===== config.mk =====
export PLATFORM = sky130hd
export DESIGN_NAME = zigzag_down_leg_segmenter_unit
export DESIGN_NICKNAME = d
export VERILOG_FILES = /design/src/rtl/zdls_pkg.sv /design/src/rtl/zdls_div.sv /design/src/rtl/zigzag_down_leg_segmenter_unit.sv
export SDC_FILE = /design/constraint.sdc
export NUM_CORES = 2
export LEC_CHECK = 0
export ABC_AREA = 1
export BUFFER_PORTS_ARGS = -buffer_cell sky130_fd_sc_hd__buf_2
export CORE_UTILIZATION = 51
export DETAILED_ROUTE_END_ITERATION = 7
export GPL_ROUTABILITY_DRIVEN = 1
export PLACE_DENSITY = 0.78
export SYNTH_ARGS = -nofsm -noshare
export SYNTH_HDL_FRONTEND = slang
export SYNTH_SLANG_ARGS = --single-unit

===== constraint.sdc =====
create_clock -name clk -period 17.39 [get_ports clk]
set_input_delay 2.6085 -clock clk [delete_from_list [all_inputs] [get_ports clk]]
set_output_delay 2.6085 -clock clk [all_outputs]
set_load 0.02 [all_outputs]

===== src/rtl/zdls_pkg.sv =====
`timescale 1ns / 1ps

package zdls_pkg;

  localparam int OFFSET_BITS = 20;
  localparam int PRICE_BITS  = 32;
  localparam int THR_BITS    = 16;
  localparam int CHG_BITS    = 16;
  localparam int CNT_BITS    = $clog2(CHG_BITS);

  localparam logic [THR_BITS-1:0] THR_RESET   = THR_BITS'(3277);
  localparam logic [CHG_BITS-1:0] CHG_POS_MAX = {1'b0, {(CHG_BITS-1){1'b1}}};
  localparam logic [CHG_BITS-1:0] CHG_NEG_MAG = {1'b1, {(CHG_BITS-1){1'b0}}};

  typedef struct packed {
    logic [PRICE_BITS-1:0] price;
    logic                  is_first;
    logic                  is_last;
  } zdls_in_t;

  typedef struct packed {
    logic [OFFSET_BITS-1:0]     leg_start_index;
    logic [OFFSET_BITS-1:0]     leg_end_index;
    logic [PRICE_BITS-1:0]      leg_start_price;
    logic [PRICE_BITS-1:0]      leg_end_price;
    logic signed [CHG_BITS-1:0] leg_change;
    logic                       is_final;
  } zdls_out_t;

  typedef enum logic [1:0] {
    ST_IDLE,
    ST_MUL,
    ST_EVAL,
    ST_DIV
  } zdls_state_t;

  typedef struct packed {
    logic busy;
    logic done;
  } zdls_div_stat_t;

endpackage


===== src/rtl/zdls_div.sv =====
`timescale 1ns / 1ps

// shift-subtract divider, one quotient bit per cycle, saturated Q1.15 result
module zdls_div (
  input  logic                                 clk,
  input  logic                                 rst,
  input  logic                                 start,
  input  logic [zdls_pkg::PRICE_BITS-1:0]      start_price,
  input  logic [zdls_pkg::PRICE_BITS-1:0]      end_price,
  output zdls_pkg::zdls_div_stat_t             stat,
  output logic signed [zdls_pkg::CHG_BITS-1:0] change
);

  localparam int PB = zdls_pkg::PRICE_BITS;
  localparam int CB = zdls_pkg::CHG_BITS;

  logic                            busy;
  logic                            done;
  logic [zdls_pkg::CNT_BITS-1:0]   cnt;
  logic [PB-1:0]                   rem;
  logic [PB-1:0]                   dvsr;
  logic [CB-1:0]                   quo;
  logic                            feed;
  logic                            neg;
  logic                            sat;
  logic                            zero;

  logic [PB-1:0] mag;
  logic [PB:0]   trial;
  logic [PB:0]   diff;
  logic          ge;
  logic [CB-1:0] neg_mag;

  assign mag   = (end_price < start_price) ? start_price - end_price : end_price - start_price;
  assign trial = {rem, feed};
  assign ge    = trial >= {1'b0, dvsr};
  assign diff  = trial - {1'b0, dvsr};

  always_ff @(posedge clk) begin
    if (rst) begin
      busy <= 1'b0;
      done <= 1'b0;
    end else if (start) begin
      busy <= 1'b1;
      done <= 1'b0;
    end else if (busy && cnt == zdls_pkg::CNT_BITS'(CB - 1)) begin
      busy <= 1'b0;
      done <= 1'b1;
    end
  end

  always_ff @(posedge clk) begin
    if (start) begin
      dvsr <= start_price;
      neg  <= end_price < start_price;
      rem  <= mag >> 1;
      sat  <= (mag >> 1) >= start_price;
      zero <= start_price == '0;
      feed <= mag[0];
      quo  <= '0;
      cnt  <= '0;
    end else if (busy) begin
      rem  <= ge ? diff[PB-1:0] : trial[PB-1:0];
      quo  <= {quo[CB-2:0], ge};
      feed <= 1'b0;
      cnt  <= cnt + 1'b1;
    end
  end

  assign neg_mag = (sat || quo > zdls_pkg::CHG_NEG_MAG) ? zdls_pkg::CHG_NEG_MAG : quo;

  always_comb begin
    priority if (zero) begin
      change = '0;
    end else if (neg) begin
      change = $signed(CB'(0) - neg_mag);
    end else if (sat || quo[CB-1]) begin
      change = $signed(zdls_pkg::CHG_POS_MAX);
    end else begin
      change = $signed(quo);
    end
  end

  assign stat.busy = busy;
  assign stat.done = done;

endmodule


===== src/rtl/zigzag_down_leg_segmenter_unit.sv =====
// A new sample is taken only when idle; it passes the multiply and evaluate steps, and
// a leg-closing sample then waits in the divide step for the result and a free output.
// The leg change comes from a single shift-subtract divider, one bit a cycle.
// A finished leg waits in the output register while the next sample is taken.
// Reset (synchronous, rst high): idle, direction down, all tracking state zero,
// threshold 3277.
`timescale 1ns / 1ps

module zigzag_down_leg_segmenter_unit (
  input  logic                             clk,
  input  logic                             rst,
  input  logic                             in_valid,
  output logic                             in_ready,
  input  zdls_pkg::zdls_in_t               in_item,
  output logic                             out_valid,
  input  logic                             out_ready,
  output zdls_pkg::zdls_out_t              out_item,
  input  logic                             cfg_wr_en,
  input  logic [zdls_pkg::THR_BITS-1:0]    cfg_wr_data
);

  localparam int PB = zdls_pkg::PRICE_BITS;
  localparam int OB = zdls_pkg::OFFSET_BITS;
  localparam int TB = zdls_pkg::THR_BITS;

  zdls_pkg::zdls_state_t state, state_next;

  logic [TB-1:0]    thr;
  logic [PB-1:0]    s_price;
  logic             s_first;
  logic             s_last;
  logic [PB+TB-1:0] prod;

  logic          going_up, going_up_next;
  logic [PB-1:0] ext_price, ext_price_next;
  logic [OB-1:0] ext_off, ext_off_next;
  logic [OB-1:0] piv_off, piv_off_next;
  logic [PB-1:0] piv_price, piv_price_next;
  logic [OB-1:0] sample_off, sample_off_next;
  logic          active, active_next;

  logic [OB-1:0] leg_s_off, leg_s_off_next;
  logic [OB-1:0] leg_e_off, leg_e_off_next;
  logic [PB-1:0] leg_s_prc, leg_s_prc_next;
  logic [PB-1:0] leg_e_prc, leg_e_prc_next;
  logic          leg_fin, leg_fin_next;

  logic                 out_valid_next;
  zdls_pkg::zdls_out_t  out_item_next;

  logic                             div_start;
  zdls_pkg::zdls_div_stat_t         div_st;
  logic signed [zdls_pkg::CHG_BITS-1:0] div_change;

  logic [OB-1:0] off;
  logic [PB-1:0] diff;
  logic          conf;
  logic          leg;

  assign in_ready = (state == zdls_pkg::ST_IDLE);
  assign off      = sample_off + 1'b1;
  assign diff     = going_up ? ext_price - s_price : s_price - ext_price;
  assign conf     = (ext_price != '0) && ({diff, {TB{1'b0}}} >= prod);

  always_ff @(posedge clk) begin
    if (rst) begin
      state      <= zdls_pkg::ST_IDLE;
      thr        <= zdls_pkg::THR_RESET;
      going_up   <= 1'b0;
      ext_price  <= '0;
      ext_off    <= '0;
      piv_off    <= '0;
      piv_price  <= '0;
      sample_off <= '0;
      active     <= 1'b0;
      out_valid  <= 1'b0;
    end else begin
      state      <= state_next;
      going_up   <= going_up_next;
      ext_price  <= ext_price_next;
      ext_off    <= ext_off_next;
      piv_off    <= piv_off_next;
      piv_price  <= piv_price_next;
      sample_off <= sample_off_next;
      active     <= active_next;
      out_valid  <= out_valid_next;
      if (cfg_wr_en) begin
        thr <= cfg_wr_data;
      end
    end
  end

  always_ff @(posedge clk) begin
    if (in_valid && in_ready) begin
      s_price <= in_item.price;
      s_first <= in_item.is_first;
      s_last  <= in_item.is_last;
    end
    if (state == zdls_pkg::ST_MUL) begin
      prod <= thr * ext_price;
    end
    leg_s_off <= leg_s_off_next;
    leg_e_off <= leg_e_off_next;
    leg_s_prc <= leg_s_prc_next;
    leg_e_prc <= leg_e_prc_next;
    leg_fin   <= leg_fin_next;
    out_item  <= out_item_next;
  end

  always_comb begin
    state_next      = state;
    going_up_next   = going_up;
    ext_price_next  = ext_price;
    ext_off_next    = ext_off;
    piv_off_next    = piv_off;
    piv_price_next  = piv_price;
    sample_off_next = sample_off;
    active_next     = active;
    leg_s_off_next  = leg_s_off;
    leg_e_off_next  = leg_e_off;
    leg_s_prc_next  = leg_s_prc;
    leg_e_prc_next  = leg_e_prc;
    leg_fin_next    = leg_fin;
    out_valid_next  = out_valid && !out_ready;
    out_item_next   = out_item;
    div_start       = 1'b0;
    leg             = 1'b0;

    unique case (state)
      zdls_pkg::ST_IDLE: begin
        if (in_valid) begin
          state_next = zdls_pkg::ST_MUL;
        end
      end
      zdls_pkg::ST_MUL: begin
        state_next = zdls_pkg::ST_EVAL;
      end
      zdls_pkg::ST_EVAL: begin
        if (s_first) begin
          going_up_next   = 1'b0;
          ext_price_next  = s_price;
          ext_off_next    = '0;
          piv_off_next    = '0;
          piv_price_next  = s_price;
          sample_off_next = '0;
          active_next     = !s_last;
        end else if (active) begin
          sample_off_next = off;
          if (!going_up) begin
            if (s_price < ext_price) begin
              ext_price_next = s_price;
              ext_off_next   = off;
            end else if (conf) begin
              leg            = 1'b1;
              leg_s_off_next = piv_off;
              leg_e_off_next = ext_off;
              leg_s_prc_next = piv_price;
              leg_e_prc_next = ext_price;
              leg_fin_next   = 1'b0;
              piv_off_next   = ext_off;
              piv_price_next = ext_price;
              going_up_next  = 1'b1;
              ext_price_next = s_price;
              ext_off_next   = off;
            end
          end else begin
            if (s_price > ext_price) begin
              ext_price_next = s_price;
              ext_off_next   = off;
            end else if (conf) begin
              piv_off_next   = ext_off;
              piv_price_next = ext_price;
              going_up_next  = 1'b0;
              ext_price_next = s_price;
              ext_off_next   = off;
            end
          end
          if (s_last) begin
            // closing leg that ends at the last sample
            if (!going_up_next && off > piv_off_next && !leg) begin
              leg            = 1'b1;
              leg_s_off_next = piv_off_next;
              leg_e_off_next = off;
              leg_s_prc_next = piv_price_next;
              leg_e_prc_next = s_price;
              leg_fin_next   = 1'b1;
            end
            active_next = 1'b0;
          end
        end
        div_start  = leg;
        state_next = leg ? zdls_pkg::ST_DIV : zdls_pkg::ST_IDLE;
      end
      zdls_pkg::ST_DIV: begin
        if (div_st.done && (!out_valid || out_ready)) begin
          out_valid_next                = 1'b1;
          out_item_next.leg_start_index = leg_s_off;
          out_item_next.leg_end_index   = leg_e_off;
          out_item_next.leg_start_price = leg_s_prc;
          out_item_next.leg_end_price   = leg_e_prc;
          out_item_next.leg_change      = div_change;
          out_item_next.is_final        = leg_fin;
          state_next                    = zdls_pkg::ST_IDLE;
        end
      end
      default: begin
        state_next = zdls_pkg::ST_IDLE;
      end
    endcase
  end

  zdls_div u_div (
    .clk         (clk),
    .rst         (rst),
    .start       (div_start),
    .start_price (leg_s_prc_next),
    .end_price   (leg_e_prc_next),
    .stat        (div_st),
    .change      (div_change)
  );

  a_accept_mul: assert property (@(posedge clk) disable iff (rst)
    (in_valid && in_ready) |=> state == zdls_pkg::ST_MUL)
    else $error("accepted item did not enter the multiply step");

  a_div_idle_start: assert property (@(posedge clk) disable iff (rst)
    div_start |-> !div_st.busy)
    else $error("divider started while busy");

  a_out_from_div: assert property (@(posedge clk) disable iff (rst)
    $rose(out_valid) |-> $past(state == zdls_pkg::ST_DIV && div_st.done))
    else $error("result loaded without a finished division");

  a_last_closes: assert property (@(posedge clk) disable iff (rst)
    (state == zdls_pkg::ST_EVAL && s_last) |=> !active)
    else $error("segment still active after trough sample");

endmodule


# Word-level counts from Yosys, hierarchy flattened
# Cells that the tools add are included.
[word_totals]
ff_bits = 543
latchBits = 0
mem_bits_rw = 0
mem_bits_ro = 0
n_memories = 0
[classes]
add_sub_neg = 8
mul = 1
div_mod_pow = 0
magnitude_cmp = 8
eq_ne = 6
n_shift = 0
mux = 101
n_bitwise = 1
reduce_logical = 26
[op_table]
columns = ["cell", "n"]
rows = [
  ["32-bit two-way mux", 31],
  ["20-bit two-way mux", 27],
  ["32-bit subtractor", 5],
  ["32-bit < comparator", 2],
  ["31-bit two-way mux", 2],
  ["48-bit greater-or-equal comparator", 1],
  ["16-bit by 32-bit multiplier with 48-bit output", 1],
  ["16-bit two-way mux", 3],
  ["1-bit two-way mux", 34],
  ["33-bit by 32-bit greater-or-equal comparator with 1-bit output", 1],
  ["31-bit by 32-bit greater-or-equal comparator with 1-bit output", 1],
  ["32-bit greater-than comparator", 1],
  ["32-bit logical NOT", 1],
  ["32-bit nonzero test", 1],
  ["20-bit by 1-bit adder with 20-bit output (second input constant)", 1],
  ["20-bit greater-than comparator", 1],
  ["16-bit greater-than comparator (second input constant)", 1],
  ["1-bit by 16-bit subtractor with 16-bit output (first input constant)", 1],
  ["2-bit case mux with 4 select lines", 1],
  ["1-bit logical AND", 7],
  ["2-bit two-way mux", 3],
  ["2-bit AND reduction", 3],
  ["2-bit nonzero test", 3],
  ["1-bit logical NOT", 5],
  ["10 further kinds", 14],
]

# Longest topological paths before layout
[logic_depth]
word_depth = 21
mapped_depth = 81

# Modules after synthesis
# A second synthesis with hierarchy kept.
[unflattened]
hier_cells = 7406
area_unflattened_um2 = 53815.4
[by_module_without_submodules]
columns = ["module", "instances", "cells_each", "area_per_inst_um2", "seq_area_each_um2"]
rows = [
  ["zigzag_down_leg_segmenter_unit", 1, 5315, 41280.8, 11511.0],
  ["zdls_div", 1, 2091, 12534.5, 2472.4],
]

# Worst setup path before layout
# Ideal clock, no wire load.
[synth_timing]
kind = "register -> register"
startpoint = "reg ext_price[0]"
endpoint = "reg u_div.sat, data pin"
t_arrival_ps = 9561
required_time_ps = 17134
setup_slack_ps = 7573
path_stages_with_launch = 77
n_path_buf = 6
period_less_slack_ps = 9817
path_cell_list = "dfxtp_1 -> buf_2 -> inv_2 -> ha_1 -> inv_1 -> fa_1 -> a21oi_1 -> o21ai_0 -> nand2_1 -> nand3_1 -> o21ai_0 -> nor2_1 -> a211oi_1 -> o21ai_0 -> nand3_1 -> o21ai_0 -> xnor2_1 -> inv_1 -> [41 not listed] -> o21ai_0 -> xor2_1 -> inv_1 -> ha_1 -> a21oi_1 -> nor2_1 -> a211oi_1 -> o21ai_0 -> nand4_1 -> nand2_1 -> nand2_1 -> nand2_1 -> a21boi_0 -> o21ai_0 -> nand3_1 -> nand2_1 -> a21oi_1 -> nor2_1"
[synth_between]
elab_chain_len = 21
elab_cells_between_ends = 57
classes_between = "add/sub: 4; order compare: 6; mux: 41; reduce/logical: 6"
[synth_lines]
columns = ["element", "line", "text"]
rows = [
  ["from (decl)", "zigzag_down_leg_segmenter_unit.sv:35", "logic [PB-1:0] ext_price, ext_price_next;"],
  ["from (signal assigned)", "zigzag_down_leg_segmenter_unit.sv:80", "ext_price <= ext_price_next;"],
  ["32-bit subtractor", "zigzag_down_leg_segmenter_unit.sv:62", "assign diff = going_up ? ext_price - s_price : s_price - ext_price;"],
  ["32-bit two-way mux", "zigzag_down_leg_segmenter_unit.sv:62", ""],
  ["48-bit greater-or-equal comparator", "zigzag_down_leg_segmenter_unit.sv:63", "assign conf = (ext_price != '0) && ({diff, {TB{1'b0}}} >= prod);"],
  ["1-bit logical AND", "zigzag_down_leg_segmenter_unit.sv:63", ""],
  ["20-bit two-way mux, or another cell as far along", "zigzag_down_leg_segmenter_unit.sv:153, zigzag_down_leg_segmenter_unit.sv:170", ""],
  ["20-bit two-way mux, or another cell as far along", "zigzag_down_leg_segmenter_unit.sv:150", "if (s_price < ext_price) begin"],
  ["20-bit two-way mux or 1-bit two-way mux (tied branches)", "zigzag_down_leg_segmenter_unit.sv:149", "if (!going_up) begin"],
  ["20-bit two-way mux or 1-bit two-way mux (tied branches)", "zigzag_down_leg_segmenter_unit.sv:147", "end else if (active) begin"],
  ["[6 not listed]", "--", ""],
  ["32-bit two-way mux (*)", "zigzag_down_leg_segmenter_unit.sv:178", "if (s_last) begin"],
  ["32-bit two-way mux (*)", "zigzag_down_leg_segmenter_unit.sv:147", ""],
  ["32-bit two-way mux (*)", "zigzag_down_leg_segmenter_unit.sv:139", "if (s_first) begin"],
  ["32-bit two-way mux (*)", "zigzag_down_leg_segmenter_unit.sv:129", "unique case (state)"],
  ["net leg_e_prc_next[0]", "zigzag_down_leg_segmenter_unit.sv:45", "logic [PB-1:0] leg_e_prc, leg_e_prc_next;"],
  ["32-bit subtractor or 32-bit < comparator (tied branches)", "zdls_div.sv:34", "assign mag = (end_price < start_price) ? start_price - end_price : end_price - start_price;"],
  ["32-bit two-way mux (*)", "zdls_div.sv:34", ""],
  ["31-bit by 32-bit greater-or-equal comparator with 1-bit output (*)", "zdls_div.sv:57", "sat <= (mag >> 1) >= start_price;"],
  ["to (signal assigned)", "zdls_div.sv:57", ""],
  ["to (decl)", "zdls_div.sv:25", "logic sat;"],
]
# Mark *: on every way through the listed nets, which the timed path passes. The rest lies on a longest branch. The select of a mux whose other input is x is not followed.
# A chain may end at the register's enable or synchronous reset.

# Final worst setup path
[layout_timing]
startpoint = "reg ext_price[4]"
endpoint = "reg u_div.sat, data pin"
# Same word-level chain as after synthesis.

==> flow_summary.json <==
{
  "max-slew-margin-rel_pct": 19.2,
  "synth_nets": 7196,
  "ir_drop_mv": 0.125,
  "drc": 48,
  "start_util_pct": 51.6,
  "grt_pass1_wl_um": 232000,
  "fmax_mhz": 66.3,
  "clk_pin_slew_ps": 70,
  "syn_to_final_growth_pct": 7.58,
  "final_layout_size_suffix_gt1_share_pct": 6.14,
  "reg2reg_depth": 68,
  "r2r-end": "u_div.sat$_DFFE_PP_",
  "syn_area_um2": 49900,
  "cts.sinks": 543,
  "rsz0062_at_grt": "no",
  "cts_hold_buf": 0,
  "ys_ff_latch": 543,
  "io_buffers": 177,
  "outcome": "finished, violations left",
  "num_vias": 42971,
  "dp_hpwl_um": 115000,
  "p_per_area_nw_per_um2": 108,
  "antenna_left": 0,
  "wirelength_um": 146000,
  "core_um2": 96900,
  "grt_max_degree": 89,
  "violations": "design-rule violations",
  "die_w_um": 315,
  "required_ps": 17820,
  "cts_tree": "yes",
  "htree_levels": 2,
  "first_global_vias": 42501,
  "place.gp.congestion": 1.00,
  "critical_path.endpoint": "u_div.sat$_DFFE_PP_",
  "p_switching_w": 0.00258,
  "holdWs_ps": 429,
  "cts_buffers": 60,
  "avgSynthCellArea_um2": 7.86,
  "fillers": 8876,
  "stdcell_area_um2": 53700,
  "drt_iter0_markers": 3997,
  "cp_slowest_stage_delay_ps": 890,
  "ios": 178,
  "rows": 114,
  "crit_start": "ext_price[4]$_SDFFE_PP0P_",
  "die_area_um2": 99200,
  "finalHoldViolCount": 0,
  "critical_path_class": "flop to flop",
  "final-seq-area_um2": 14000,
  "crit_top_cell": "nand2_1",
  "finalSetupViolations": 0,
  "setup_tns_ps": 0,
  "yosys_warnings": 0,
  "pwr-share-clk_pct": 23.6,
  "die_y_um": 315,
  "post_dp_cell_area_um2": 51600,
  "arrival_ps": 15520,
  "cts_resized": 0,
  "nNetsFinal": 7186,
  "clock_latency_ps": 700,
  "final.min_clock_period_ps": 15090,
  "maxCapViolations": 0,
  "multiInputGateArea_um2": 30200,
  "syn_inst": 6354,
  "synth_cell_types": 68,
  "hold_depth": 0,
  "postCtsSetupRepairBufs": 0,
  "via_per_inst": 5.60,
  "yosysSeqAreaShare_pct": 28.0,
  "final_cells": 7673,
  "wl_per_cell_um": 19.1,
  "path_max_fanout": 45,
  "clockRootBuffer": "clkbuf_16",
  "power_leakage_nw": 24.3,
  "min_period_over_period_pct": 86.8,
  "grt-ovfl-total": 0,
  "r2r-start": "ext_price[4]$_SDFFE_PP0P_",
  "critPathSlowestCell": "dfxtp_1",
  "p_comb_share_pct": 48.0,
  "switching_share_pct": 44.5,
  "antenna_found_initial": 4,
  "end_kind": "flop",
  "place_inst": 7558,
  "cellInternalPower_w": 0.00322,
  "rrSetupSlack_ps": 2300,
  "worst_pin_slew_ps": 1210,
  "synthFlopType": "edfxtp_1",
  "crit_path_start_kind": "flop",
  "pwr-share-seq_pct": 28.3,
  "dr.pass1.iters": 8,
  "grt_usage_pct": 29.7,
  "clockBufferDepth": 3,
  "synth_edf_count": 311,
  "finalPower_w": 0.00580,
  "fin_skew_ps": 51.4,
  "holdCritPathClass": "flop to flop",
  "async_flop_share_pct": 0,
  "drv_slew": 0
}
-- state kept, by name (all words and copies together), names as in the netlist, 2 cells and up --
signal	cells
s_price	32
sample_off	20
prod	48
leg_e_prc	32
u_div.rem	32
u_div.dvsr	32
thr	16
leg_s_off	20
piv_off	20
u_div.quo	16
piv_price	32
ext_off	20
u_div.cnt	4
leg_s_prc	32
leg_e_off	20
out_item	121
ext_price	32
state	2
-- routing by layer --
metal | vias to the layer above | wire (um) | share of wire, % | global-route usage (%)
met5 | - | 18 | 0.012 | 0
met4 | 2 | 5540 | 3.8 | 11.1
met3 | 307 | 12400 | 8.4 | 4.41
met2 | 1878 | 67100 | 46 | 47.8
met1 | 20493 | 61400 | 42 | 40.5
li1 | 20291 | - | - | -
-- placed cells by master, fill, tap and decap left out, drive strengths merged, types with 6 or more instances in the layout --
master       n
nand2     1527
inv       1212
a21oi      482
fa         423
nor2       386
ha         364
o21ai      333
edfxtp     311
dfxtp      232
buf        226
nand3      116
xor2       101
o211ai      88
clkbuf      79
a221oi      69
a31oi       63
xnor2       58
nand4       53
o21a        45
nor3        35
o22ai       20
clkinv      20
a22oi       19
a21o        14
o31ai       12
a221o       12
a211oi      11
or2         10
o221ai       9
nor4         9
a21boi       9
bufinv       8
o21bai       7
o2111ai      6
clkinvlp     6
-- kinds of logic (layout without fill, tap and decap cells) --
| logic type | after synthesis | after routing | synth area share (%) |
|---|---|---|---|
| simple gates | 2141 | 2141 | 17.2 |
| buf+inv | 1509 | 1551 | 11.6 |
| compound gates | 1214 | 1214 | 14.3 |
| fa+ha+maj | 787 | 787 | 26.1 |
| flops | 543 | 543 | 28.0 |
| xor+xnor | 159 | 159 | 2.79 |
| mux | 1 | 1 | 0.0200 |
| other cells | 0 | 1 | 0 |
-- power groups by stage --
stage	Sequential [W]	Combinational (W)	Clock, W
after floorplan	0.00158	0.00204	0
after global placement	0.00166	0.00269	0
after detailed placement	0.00167	0.00272	0
after CTS	0.00164	0.00275	0.00139
after global routing	0.00165	0.00313	0.00143
final	0.00165	0.00279	0.00137
-- worst max-delay path, delay by kind of cell, from the launching register on --
family	cells	cell delay, ps
adder cells (fa/ha/maj)	5	1750
XOR/XNOR	2	450
flip-flops	1	890
AO/OA/AOI/OAI	15	3610
AND/OR/NAND/NOR	37	5790
buffers and inverters	9	2260
-- per-stage QoR --
| step | utilization, % | setup slack, ps |
|---|---|---|
| after floorplan | - | 7570 |
| after global placement | 53.3 | 2980 |
| after detailed placement | 53.3 | 2570 |
| after CTS | 55.5 | 2460 |
| after global routing | 55.5 | 1110 |
| final | 55.5 | 2300 |
-- cell type report --
type | instances | share of cell area, %
Antenna cell | 1 | 0.00466
Clock buffer | 79 | 3.08
Clock inverter | 35 | 0.890
Inverter | 1211 | 8.47
Multi-Input combinational cell | 4302 | 56.2
Sequential cell | 543 | 26.0
Tap cell | 1276 | 2.97
Timing Repair Buffer | 226 | 2.34
-- worst min path at each step --
stage	startpoint	end	slack, ps
after global placement	leg_e_prc[28]$_DFF_P_	out_item[45]$_DFFE_PP_	410
final	leg_s_off[19]$_DFFE_PP_	out_item[120]$_DFFE_PP_	430
after detailed placement	leg_e_prc[29]$_DFF_P_	out_item[46]$_DFFE_PP_	420
after CTS	leg_e_prc[28]$_DFF_P_	out_item[45]$_DFFE_PP_	440
after global routing	leg_e_prc[28]$_DFF_P_	out_item[45]$_DFFE_PP_	450
after floorplan	leg_e_prc[0]$_DFF_P_	out_item[17]$_DFFE_PP_	410
-- synth_stat cells (all sizes together), types with 10 or more instances --
cell	count	area, um2
xor2	101	885
ha	364	4550
a221o	12	120
o21a	45	338
inv	1209	4540
or2	10	62.6
a221oi	69	604
nand3	116	621
nand4	53	338
a21o	14	105
nand2	1527	5770
a31oi	63	394
buf	96	494
dfxtp	232	4640
a21oi	482	2420
o21ai	333	1670
o22ai	20	125
nor2	386	1510
o31ai	12	90.1
o211ai	88	676
a211oi	11	82.6
nor3	35	185
clkbuf	202	758
xnor2	58	508
a22oi	19	143
fa	423	8470
edfxtp	311	9340
No activity file was read; power rests on OpenSTA's default activity.
